--- src/rtl/core/mm_pkg.sv ---
// Shared types and constants for the matrix multiply block.
// Used by mm_ctrl, mm_datapath and matrix_multiply_top; depends on nothing.
`default_nettype none
package mm_pkg;

  localparam int IDX_W  = 3;
  localparam int SIZE_W = 4;
  localparam int ACT_W  = 2;
  localparam int REG_W  = 2;

  localparam logic [ACT_W-1:0] ACT_WR_A    = 2'd0;
  localparam logic [ACT_W-1:0] ACT_WR_B    = 2'd1;
  localparam logic [ACT_W-1:0] ACT_COMPUTE = 2'd2;

  localparam logic [REG_W-1:0] REG_A_ROWS    = 2'd0;
  localparam logic [REG_W-1:0] REG_INNER_LEN = 2'd1;
  localparam logic [REG_W-1:0] REG_B_COLS    = 2'd2;

  typedef enum logic {
    ST_IDLE,
    ST_RUN
  } state_t;

  typedef struct packed {
    logic             we_a;
    logic             we_b;
    logic             rd;
    logic [IDX_W-1:0] r;
    logic [IDX_W-1:0] c;
    logic [IDX_W-1:0] k;
    logic             first;
    logic             last_k;
    logic             last_elem;
  } cmd_t;

  typedef struct packed {
    logic             vld;
    logic [IDX_W-1:0] r;
    logic [IDX_W-1:0] c;
    logic             first;
    logic             last_k;
    logic             last_elem;
  } stage_t;

endpackage
`default_nettype wire

--- src/rtl/core/mm_ctrl.sv ---
// Controller: size registers, item decode and the row/column/inner-index sequencer.
// Depends on mm_pkg; drives mm_datapath through an mm_pkg::cmd_t command.
`default_nettype none
module mm_ctrl #(
  parameter int MAX_DIM = 8
) (
  input  wire                        clk,
  input  wire                        rst,
  input  wire                        start,
  input  wire [mm_pkg::ACT_W-1:0]    action,
  input  wire [mm_pkg::IDX_W-1:0]    row,
  input  wire [mm_pkg::IDX_W-1:0]    col,
  input  wire                        wr_en,
  input  wire [mm_pkg::REG_W-1:0]    wr_index,
  input  wire [mm_pkg::SIZE_W-1:0]   wr_data,
  output logic                       busy,
  output mm_pkg::cmd_t               cmd
);

  localparam logic [mm_pkg::SIZE_W-1:0] MAX_SIZE = mm_pkg::SIZE_W'(MAX_DIM);

  logic [mm_pkg::SIZE_W-1:0] a_rows;
  logic [mm_pkg::SIZE_W-1:0] inner_len;
  logic [mm_pkg::SIZE_W-1:0] b_cols;
  logic [mm_pkg::SIZE_W-1:0] nr;
  logic [mm_pkg::SIZE_W-1:0] nk;
  logic [mm_pkg::SIZE_W-1:0] nc;

  mm_pkg::state_t           state, state_next;
  logic [mm_pkg::IDX_W-1:0] r, r_next;
  logic [mm_pkg::IDX_W-1:0] c, c_next;
  logic [mm_pkg::IDX_W-1:0] k, k_next;
  logic [mm_pkg::IDX_W-1:0] nr_m1, nr_m1_next;
  logic [mm_pkg::IDX_W-1:0] nk_m1, nk_m1_next;
  logic [mm_pkg::IDX_W-1:0] nc_m1, nc_m1_next;

  always_ff @(posedge clk) begin
    if (rst) begin
      a_rows    <= MAX_SIZE;
      inner_len <= MAX_SIZE;
      b_cols    <= MAX_SIZE;
    end else if (wr_en) begin
      unique case (wr_index)
        mm_pkg::REG_A_ROWS:    a_rows    <= wr_data;
        mm_pkg::REG_INNER_LEN: inner_len <= wr_data;
        mm_pkg::REG_B_COLS:    b_cols    <= wr_data;
        default: ;
      endcase
    end
  end

  // A size of zero acts as one, and a size above MAX_DIM acts as MAX_DIM.
  always_comb begin
    nr = (a_rows == '0) ? mm_pkg::SIZE_W'(1) : ((a_rows > MAX_SIZE) ? MAX_SIZE : a_rows);
    nk = (inner_len == '0) ? mm_pkg::SIZE_W'(1)
                           : ((inner_len > MAX_SIZE) ? MAX_SIZE : inner_len);
    nc = (b_cols == '0) ? mm_pkg::SIZE_W'(1) : ((b_cols > MAX_SIZE) ? MAX_SIZE : b_cols);
  end

  always_ff @(posedge clk) begin
    if (rst) begin
      state <= mm_pkg::ST_IDLE;
      r     <= '0;
      c     <= '0;
      k     <= '0;
      nr_m1 <= '0;
      nk_m1 <= '0;
      nc_m1 <= '0;
    end else begin
      state <= state_next;
      r     <= r_next;
      c     <= c_next;
      k     <= k_next;
      nr_m1 <= nr_m1_next;
      nk_m1 <= nk_m1_next;
      nc_m1 <= nc_m1_next;
    end
  end

  always_comb begin
    state_next = state;
    r_next     = r;
    c_next     = c;
    k_next     = k;
    nr_m1_next = nr_m1;
    nk_m1_next = nk_m1;
    nc_m1_next = nc_m1;
    cmd        = '0;
    cmd.r      = r;
    cmd.c      = c;
    cmd.k      = k;
    busy       = (state == mm_pkg::ST_RUN);
    unique case (state)
      mm_pkg::ST_IDLE: begin
        if (start) begin
          unique case (action)
            mm_pkg::ACT_WR_A: begin
              cmd.we_a = ({1'b0, row} < nr) && ({1'b0, col} < nk);
            end
            mm_pkg::ACT_WR_B: begin
              cmd.we_b = ({1'b0, row} < nk) && ({1'b0, col} < nc);
            end
            mm_pkg::ACT_COMPUTE: begin
              state_next = mm_pkg::ST_RUN;
              r_next     = '0;
              c_next     = '0;
              k_next     = '0;
              nr_m1_next = mm_pkg::IDX_W'(nr - mm_pkg::SIZE_W'(1));
              nk_m1_next = mm_pkg::IDX_W'(nk - mm_pkg::SIZE_W'(1));
              nc_m1_next = mm_pkg::IDX_W'(nc - mm_pkg::SIZE_W'(1));
            end
            default: ;
          endcase
        end
      end
      mm_pkg::ST_RUN: begin
        cmd.rd        = 1'b1;
        cmd.first     = (k == '0);
        cmd.last_k    = (k == nk_m1);
        cmd.last_elem = (k == nk_m1) && (c == nc_m1) && (r == nr_m1);
        if (k != nk_m1) begin
          k_next = k + mm_pkg::IDX_W'(1);
        end else begin
          k_next = '0;
          if (c != nc_m1) begin
            c_next = c + mm_pkg::IDX_W'(1);
          end else begin
            c_next = '0;
            if (r != nr_m1) begin
              r_next = r + mm_pkg::IDX_W'(1);
            end else begin
              r_next     = '0;
              state_next = mm_pkg::ST_IDLE;
            end
          end
        end
      end
      default: state_next = mm_pkg::ST_IDLE;
    endcase
  end

endmodule
`default_nettype wire

--- src/rtl/core/mm_datapath.sv ---
// Datapath: the A and B element memories, a registered multiplier and the accumulator.
// Depends on mm_pkg; takes its commands from mm_ctrl.
`default_nettype none
module mm_datapath #(
  parameter int MAX_DIM    = 8,
  parameter int ELEM_WIDTH = 16,
  parameter int SUM_W      = 2 * ELEM_WIDTH + 3
) (
  input  wire                            clk,
  input  wire                            rst,
  input  mm_pkg::cmd_t                   cmd,
  input  wire [mm_pkg::IDX_W-1:0]        row,
  input  wire [mm_pkg::IDX_W-1:0]        col,
  input  wire signed [ELEM_WIDTH-1:0]    value,
  output logic                           out_valid,
  output logic [mm_pkg::IDX_W-1:0]       out_row,
  output logic [mm_pkg::IDX_W-1:0]       out_col,
  output logic signed [SUM_W-1:0]        sum,
  output logic                           last
);

  localparam int DEPTH = MAX_DIM * MAX_DIM;
  localparam int AW    = (DEPTH > 1) ? $clog2(DEPTH) : 1;

  logic signed [ELEM_WIDTH-1:0]   a_mem [DEPTH];
  logic signed [ELEM_WIDTH-1:0]   b_mem [DEPTH];
  logic [AW-1:0]                  wr_addr;
  logic [AW-1:0]                  a_addr;
  logic [AW-1:0]                  b_addr;
  logic signed [ELEM_WIDTH-1:0]   a_q;
  logic signed [ELEM_WIDTH-1:0]   b_q;
  logic signed [2*ELEM_WIDTH-1:0] prod;
  logic signed [SUM_W-1:0]        acc;
  logic signed [SUM_W-1:0]        acc_next;
  mm_pkg::stage_t                 st1;
  mm_pkg::stage_t                 st2;

  assign wr_addr = AW'(row * MAX_DIM + col);
  assign a_addr  = AW'(cmd.r * MAX_DIM + cmd.k);
  assign b_addr  = AW'(cmd.k * MAX_DIM + cmd.c);

  always_ff @(posedge clk) begin
    if (cmd.we_a) begin
      a_mem[wr_addr] <= value;
    end
    if (cmd.we_b) begin
      b_mem[wr_addr] <= value;
    end
    a_q <= a_mem[a_addr];
    b_q <= b_mem[b_addr];
  end

  always_ff @(posedge clk) begin
    if (rst) begin
      st1.vld <= 1'b0;
      st2.vld <= 1'b0;
    end else begin
      st1.vld <= cmd.rd;
      st2.vld <= st1.vld;
    end
    st1.r         <= cmd.r;
    st1.c         <= cmd.c;
    st1.first     <= cmd.first;
    st1.last_k    <= cmd.last_k;
    st1.last_elem <= cmd.last_elem;
    st2.r         <= st1.r;
    st2.c         <= st1.c;
    st2.first     <= st1.first;
    st2.last_k    <= st1.last_k;
    st2.last_elem <= st1.last_elem;
    prod          <= a_q * b_q;
  end

  assign acc_next = st2.first ? SUM_W'(prod) : (acc + SUM_W'(prod));

  always_ff @(posedge clk) begin
    if (rst) begin
      out_valid <= 1'b0;
    end else begin
      out_valid <= st2.vld && st2.last_k;
    end
    if (st2.vld) begin
      acc <= acc_next;
    end
    if (st2.vld && st2.last_k) begin
      sum     <= acc_next;
      out_row <= st2.r;
      out_col <= st2.c;
      last    <= st2.last_elem;
    end
  end

endmodule
`default_nettype wire

--- src/rtl/core/matrix_multiply_top.sv ---
// Top level of the matrix multiply block: joins mm_ctrl and mm_datapath.
// Depends on mm_pkg, mm_ctrl and mm_datapath.
`default_nettype none
// Element writes (action 0 for A, 1 for B) are accepted back to back. A compute item
// holds busy while it reads a_rows * b_cols * inner_len term pairs, each size taken as
// its register clamped to 1..MAX_DIM, one multiply and accumulate per cycle through a
// single shared multiplier fed by one read port of each element memory. Each product
// element appears on out_valid for one cycle, in row-major order, after its last term
// passes the memory read, product and output registers; results must be taken as they
// come. The final element carries last. Sizes take effect at the next compute.
module matrix_multiply_top #(
  parameter int MAX_DIM    = 8,
  parameter int ELEM_WIDTH = 16
) (
  input  wire                                clk,
  input  wire                                rst,
  input  wire                                start,
  output logic                               busy,
  input  wire [mm_pkg::ACT_W-1:0]            action,
  input  wire [mm_pkg::IDX_W-1:0]            row,
  input  wire [mm_pkg::IDX_W-1:0]            col,
  input  wire signed [ELEM_WIDTH-1:0]        value,
  input  wire                                wr_en,
  input  wire [mm_pkg::REG_W-1:0]            wr_index,
  input  wire [mm_pkg::SIZE_W-1:0]           wr_data,
  output logic                               out_valid,
  output logic [mm_pkg::IDX_W-1:0]           out_row,
  output logic [mm_pkg::IDX_W-1:0]           out_col,
  output logic signed [2*ELEM_WIDTH+2:0]     sum,
  output logic                               last
);

  mm_pkg::cmd_t cmd;

  mm_ctrl #(
    .MAX_DIM(MAX_DIM)
  ) u_ctrl (
    .clk      (clk),
    .rst      (rst),
    .start    (start),
    .action   (action),
    .row      (row),
    .col      (col),
    .wr_en    (wr_en),
    .wr_index (wr_index),
    .wr_data  (wr_data),
    .busy     (busy),
    .cmd      (cmd)
  );

  mm_datapath #(
    .MAX_DIM    (MAX_DIM),
    .ELEM_WIDTH (ELEM_WIDTH),
    .SUM_W      (2 * ELEM_WIDTH + 3)
  ) u_dp (
    .clk       (clk),
    .rst       (rst),
    .cmd       (cmd),
    .row       (row),
    .col       (col),
    .value     (value),
    .out_valid (out_valid),
    .out_row   (out_row),
    .out_col   (out_col),
    .sum       (sum),
    .last      (last)
  );

`ifndef SYNTHESIS
  a_compute_busy: assert property (@(posedge clk) disable iff (rst)
    start && !busy && (action == mm_pkg::ACT_COMPUTE) |=> busy)
    else $error("compute item did not raise busy");

  a_write_no_busy: assert property (@(posedge clk) disable iff (rst)
    start && !busy && (action != mm_pkg::ACT_COMPUTE) |=> !busy)
    else $error("element write raised busy");

  a_write_no_result: assert property (@(posedge clk) disable iff (rst)
    !busy && !$past(busy) |=> !$past(cmd.rd))
    else $error("memory read issued while idle");

  a_last_marks_result: assert property (@(posedge clk) disable iff (rst)
    last && out_valid |=> !out_valid || !$stable(out_row) || !$stable(out_col) || !last)
    else $error("final element repeated");
`endif

endmodule
`default_nettype wire

--- config.mk ---
export PLATFORM = sky130hd
export DESIGN_NAME = matrix_multiply_top
export DESIGN_NICKNAME = d
export VERILOG_FILES = /design/src/rtl/core/mm_pkg.sv /design/src/rtl/core/mm_ctrl.sv /design/src/rtl/core/mm_datapath.sv /design/src/rtl/core/matrix_multiply_top.sv
export SDC_FILE = /design/constraint.sdc
export NUM_CORES = 2
export LEC_CHECK = 0
export BUFFER_PORTS_ARGS = -buffer_cell sky130_fd_sc_hd__buf_4
export CELL_PAD_IN_SITES_DETAIL_PLACEMENT = 0
export CELL_PAD_IN_SITES_GLOBAL_PLACEMENT = 1
export CORE_UTILIZATION = 57
export DETAILED_ROUTE_END_ITERATION = 10
export PLACE_DENSITY = 0.78
export SETUP_SLACK_MARGIN = 0.02
export SLEW_MARGIN = 40
export SYNTH_ARGS = -nofsm -noshare
export SYNTH_HDL_FRONTEND = slang
export SYNTH_HIERARCHICAL = 1
export SYNTH_SLANG_ARGS = --single-unit
--- constraint.sdc ---
create_clock -name clk -period 10.8 [get_ports clk]
set_input_delay 2.16 -clock clk [delete_from_list [all_inputs] [get_ports clk]]
set_output_delay 2.16 -clock clk [all_outputs]
set_load 0.02 [all_outputs]
==> results.ini <==
[routing]
totalWireLength_mm = 220
drc = 0
total_number_of_vias = 46600
drtPass1Iterations = 6
vias_per_cell = 6.24
drt_first_iter_violations = 5310
drt-wirelength-per-cell_um = 29.5
drtAntennaViolNets = 0

[sta]
clock_skew_ns = 0.0635
hold_ws_ns = 0.331
max_clock_freq_mhz = 142
hold_viol_final = 0
clock_period_minus_final_worst_setup_slack_ns = 7.02
report.final.slew_viol_count = 0
max_slew.worst_pin.slew_ns = 0.878
timing.final.crit_share_pct = 65.0
worst_slew_margin_rel_pct = 41.5
final.setup.tns_ns = 0
setup-violations-final = 0
unrepaired_setup_endpoints_after_global_routing = no

[final_layout]
post_route_cells_drive_above_1_share_pct = 24.8
fillCellCount = 11200
postLayoutCoreUtil_pct = 64.1
design.final.nets = 5510
area_taken_by_multi_input_logic_gates_mm2 = 0.0276
ff_latch_area_mm2 = 0.0662
post-route-cell-area_mm2 = 0.107
synthToLayoutAreaGrowth_pct = 11.9

[logic_synthesis]
synthesis.area_mm2 = 0.0957
synth-warning-count = 6
yosys.cell_types.count = 68
synth.yosys.seq_area_share_pct = 69.1
dominantRegCellSynth = edfxtp_1
post_synth_inst_count = 4817
syn_nets = 5245
postSynthAreaPerCell_um2 = 19.9
ys_ff_latch = 2241
synth-edff-count = 2125
synth-async-reset-ratio_pct = 0

[critical_path]
crit_path_end_kind = flop
slowest_delay_ns = 0.78
critical-path-slowest-cell = dfxtp_1
crit_arrival_ns = 7.72
path_class = reg2reg
worstPathMaxFanout = 16
path_cells = nand2_1 > fa_1 > inv_1 > fa_1 > inv_1 > fa_1 > inv_1 > fa_1 > fa_1 > inv_1 > fa_1 > inv_1 > ha_1 > nand3_1 > or3_1 > a2111oi_0 > a211oi_1 > nand2b_1 > o31ai_1 > o41ai_1 > xnor2_1
timing.critical_path.required_ns = 11.50
critical-path-top-cell-by-count = fa_1
critical_path.startpoint_type = flop

[global_route]
globalRouteOverflowTotal = 0
first_pass_grt_wire_length_mm = 323
antenna_found_initial = 13
grt_start_max_net_pins = 139
track_usage_pct = 26.5
first_global_vias = 47300

[cts]
max-clock-path-buffers = 3
htreeDepth = 4
cts.root.buffer_cell = clkbuf_16
clkLatencyLatePin_ns = 0.86
cts_buffers = 217
tritoncts_num_sinks = 2241
cts.repair.resized = 0
cts_tree = built
cts_post_setup_buffers_inserted = 0
cts.hold.buffers_added = 0
clk_transition_reported_paths_ns = 0.06

[power]
p_total_mw = 23.4
power.static_leakage_nw = 35.1
powerDensity_mw_per_mm2 = 219
vdd_ir_drop_max_uv = 371

[place]
postPlaceCellArea_mm2 = 0.0997
port_buffers = 77
dp_hpwl_mm = 134
routabilityCongestion = 0.832

[die]
io-pin-count = 78
fp.dieW_um = 412
initial_util_pct = 57.3
floorplan.core_area_mm2 = 0.167
row_count = 150
dieHeight_um = 412
die_area_mm2 = 0.170

[status]
status = finished clean

[min_path]
min-delay-path-class = reg2reg

[flow_run]
max_cap_violations = 0

final cells by class:
cell class / count / share of cell area, %
Antenna cell: 7 / 0.0164
Clock buffer: 287 / 5.46
Clock inverter: 114 / 1.28
Inverter: 308 / 1.08
Multi-Input combinational cell: 2056 / 25.8
Sequential cell: 2241 / 61.8
Tap cell: 2204 / 2.58
Timing Repair Buffer: 258 / 1.99
cells by family after synthesis:
group                      count (synthesis)  synth area share (%)
xor gates and xnor gates                  70                 0.641
and+or+nand+nor                          655                  3.24
muxes                                    688                  16.0
DFF                                     2241                  69.1
buffers and inverters                    520                  2.14
adders and majority gates                394                  7.21
AOI/OAI and AO/OA                        249                  1.69
flip-flops by register name, indices dropped and copies added, names as in the netlist, 3 cells and up:
signal,cells
u_ctrl/a_rows,4
u_ctrl/b_cols,4
u_ctrl/c,3
u_ctrl/inner_len,4
u_ctrl/k,3
u_ctrl/nc_m1,3
u_ctrl/nk_m1,3
u_ctrl/nr_m1,3
u_ctrl/r,3
u_dp/a_mem,1024
u_dp/a_q,16
u_dp/acc,35
u_dp/b_mem,1024
u_dp/b_q,16
u_dp/out_col,3
u_dp/out_row,3
u_dp/prod,32
u_dp/st1,10
u_dp/st2,10
u_dp/sum,35
power breakdown:
part,switching [mW],internal [mW]
logic,3.41,2.57
clock network,3.26,4.33
registers,0.0901,9.75
total,6.76,16.7
cells in the final DEF, fill, tap and decap left out, drive strengths merged, types with 20 or more instances in the layout:
cell type | netlist | final
o21ai | 66 | 66
nand2b | 23 | 23
inv | 308 | 315
a21oi | 56 | 56
dfxtp | 116 | 116
edfxtp | 2125 | 2125
nand2 | 202 | 202
and2 | 128 | 128
a21o | 20 | 20
nor2 | 202 | 202
clkinv | 0 | 82
xor2 | 22 | 22
bufinv | 0 | 21
nand3 | 23 | 23
fa | 263 | 263
buf | 88 | 258
clkbuf | 124 | 287
mux4 | 672 | 672
ha | 131 | 131
xnor2 | 48 | 48
critical path, delay by kind of cell (launching register included):
kind | cells | cell delay, ns
compound gates | 4 | 1.40
xor+xnor | 1 | 0.13
fa+ha+maj | 7 | 3.35
buf+inv | 5 | 0.26
flops | 1 | 0.78
simple gates | 4 | 0.92
per-stage QoR:
| step | instances | worst slack, ns |
|---|---|---|
| 2_1_floorplan | 4817 | 4.81 |
| 3_3_place_gp | 7062 | 4.03 |
| 3_5_place_dp | 7064 | 3.91 |
| 4_1_cts | 7465 | 3.88 |
| 5_1_grt | 7471 | 3.43 |
| 6_report | 7475 | 3.78 |
layer usage:
layer | vias up | global-route usage, % | share of wire, %
met5 | - | 0 | 0.022
met4 | 8 | 7.79 | 3.0
met3 | 349 | 4.97 | 8.3
met2 | 1974 | 41.6 | 48
met1 | 24800 | 38.4 | 40
li1 | 19500 | - | -
Yosys cell counts, drive strengths merged, types with 5 or more instances:
cell type  number  share of area (%)
and3            8              0.052
a211oi         14               0.11
mux4          672                 16
o21a           10              0.078
o211ai          7              0.055
inv           308                1.2
mux2i          15               0.16
a311oi          6              0.055
dfxtp         116                2.4
a31oi          12              0.078
a21oi          56               0.30
a21o           20               0.16
nand3          23               0.12
nand2b         23               0.15
or3             5              0.033
fa            263                5.5
nor2b          17               0.11
nand2         202               0.79
o22ai           5              0.033
edfxtp       2125                 67
a211o          11               0.10
clkbuf        124               0.49
o31ai           6              0.047
nand3b          8              0.063
buf            88               0.45
xnor2          48               0.44
o21ai          66               0.35
nor3           11              0.058
nor2          202               0.79
and2          128               0.84
xor2           22               0.20
or2             9              0.059
ha            131                1.7
worst paths after layout:
check | startpoint | endpoint | slack [ns] | cells past startpoint
max | u_dp/b_q[8] | u_dp/prod[30] | 3.78 | 21
max reg2reg | u_dp/b_q[8] | u_dp/prod[30] | 3.78 | 21
min reg2reg | u_dp/st1[5] | u_dp/st2[5] | 0.33 | 0
min | u_dp/st1[5] | u_dp/st2[5] | 0.33 | 0
(Power assumes the default switching activity.)
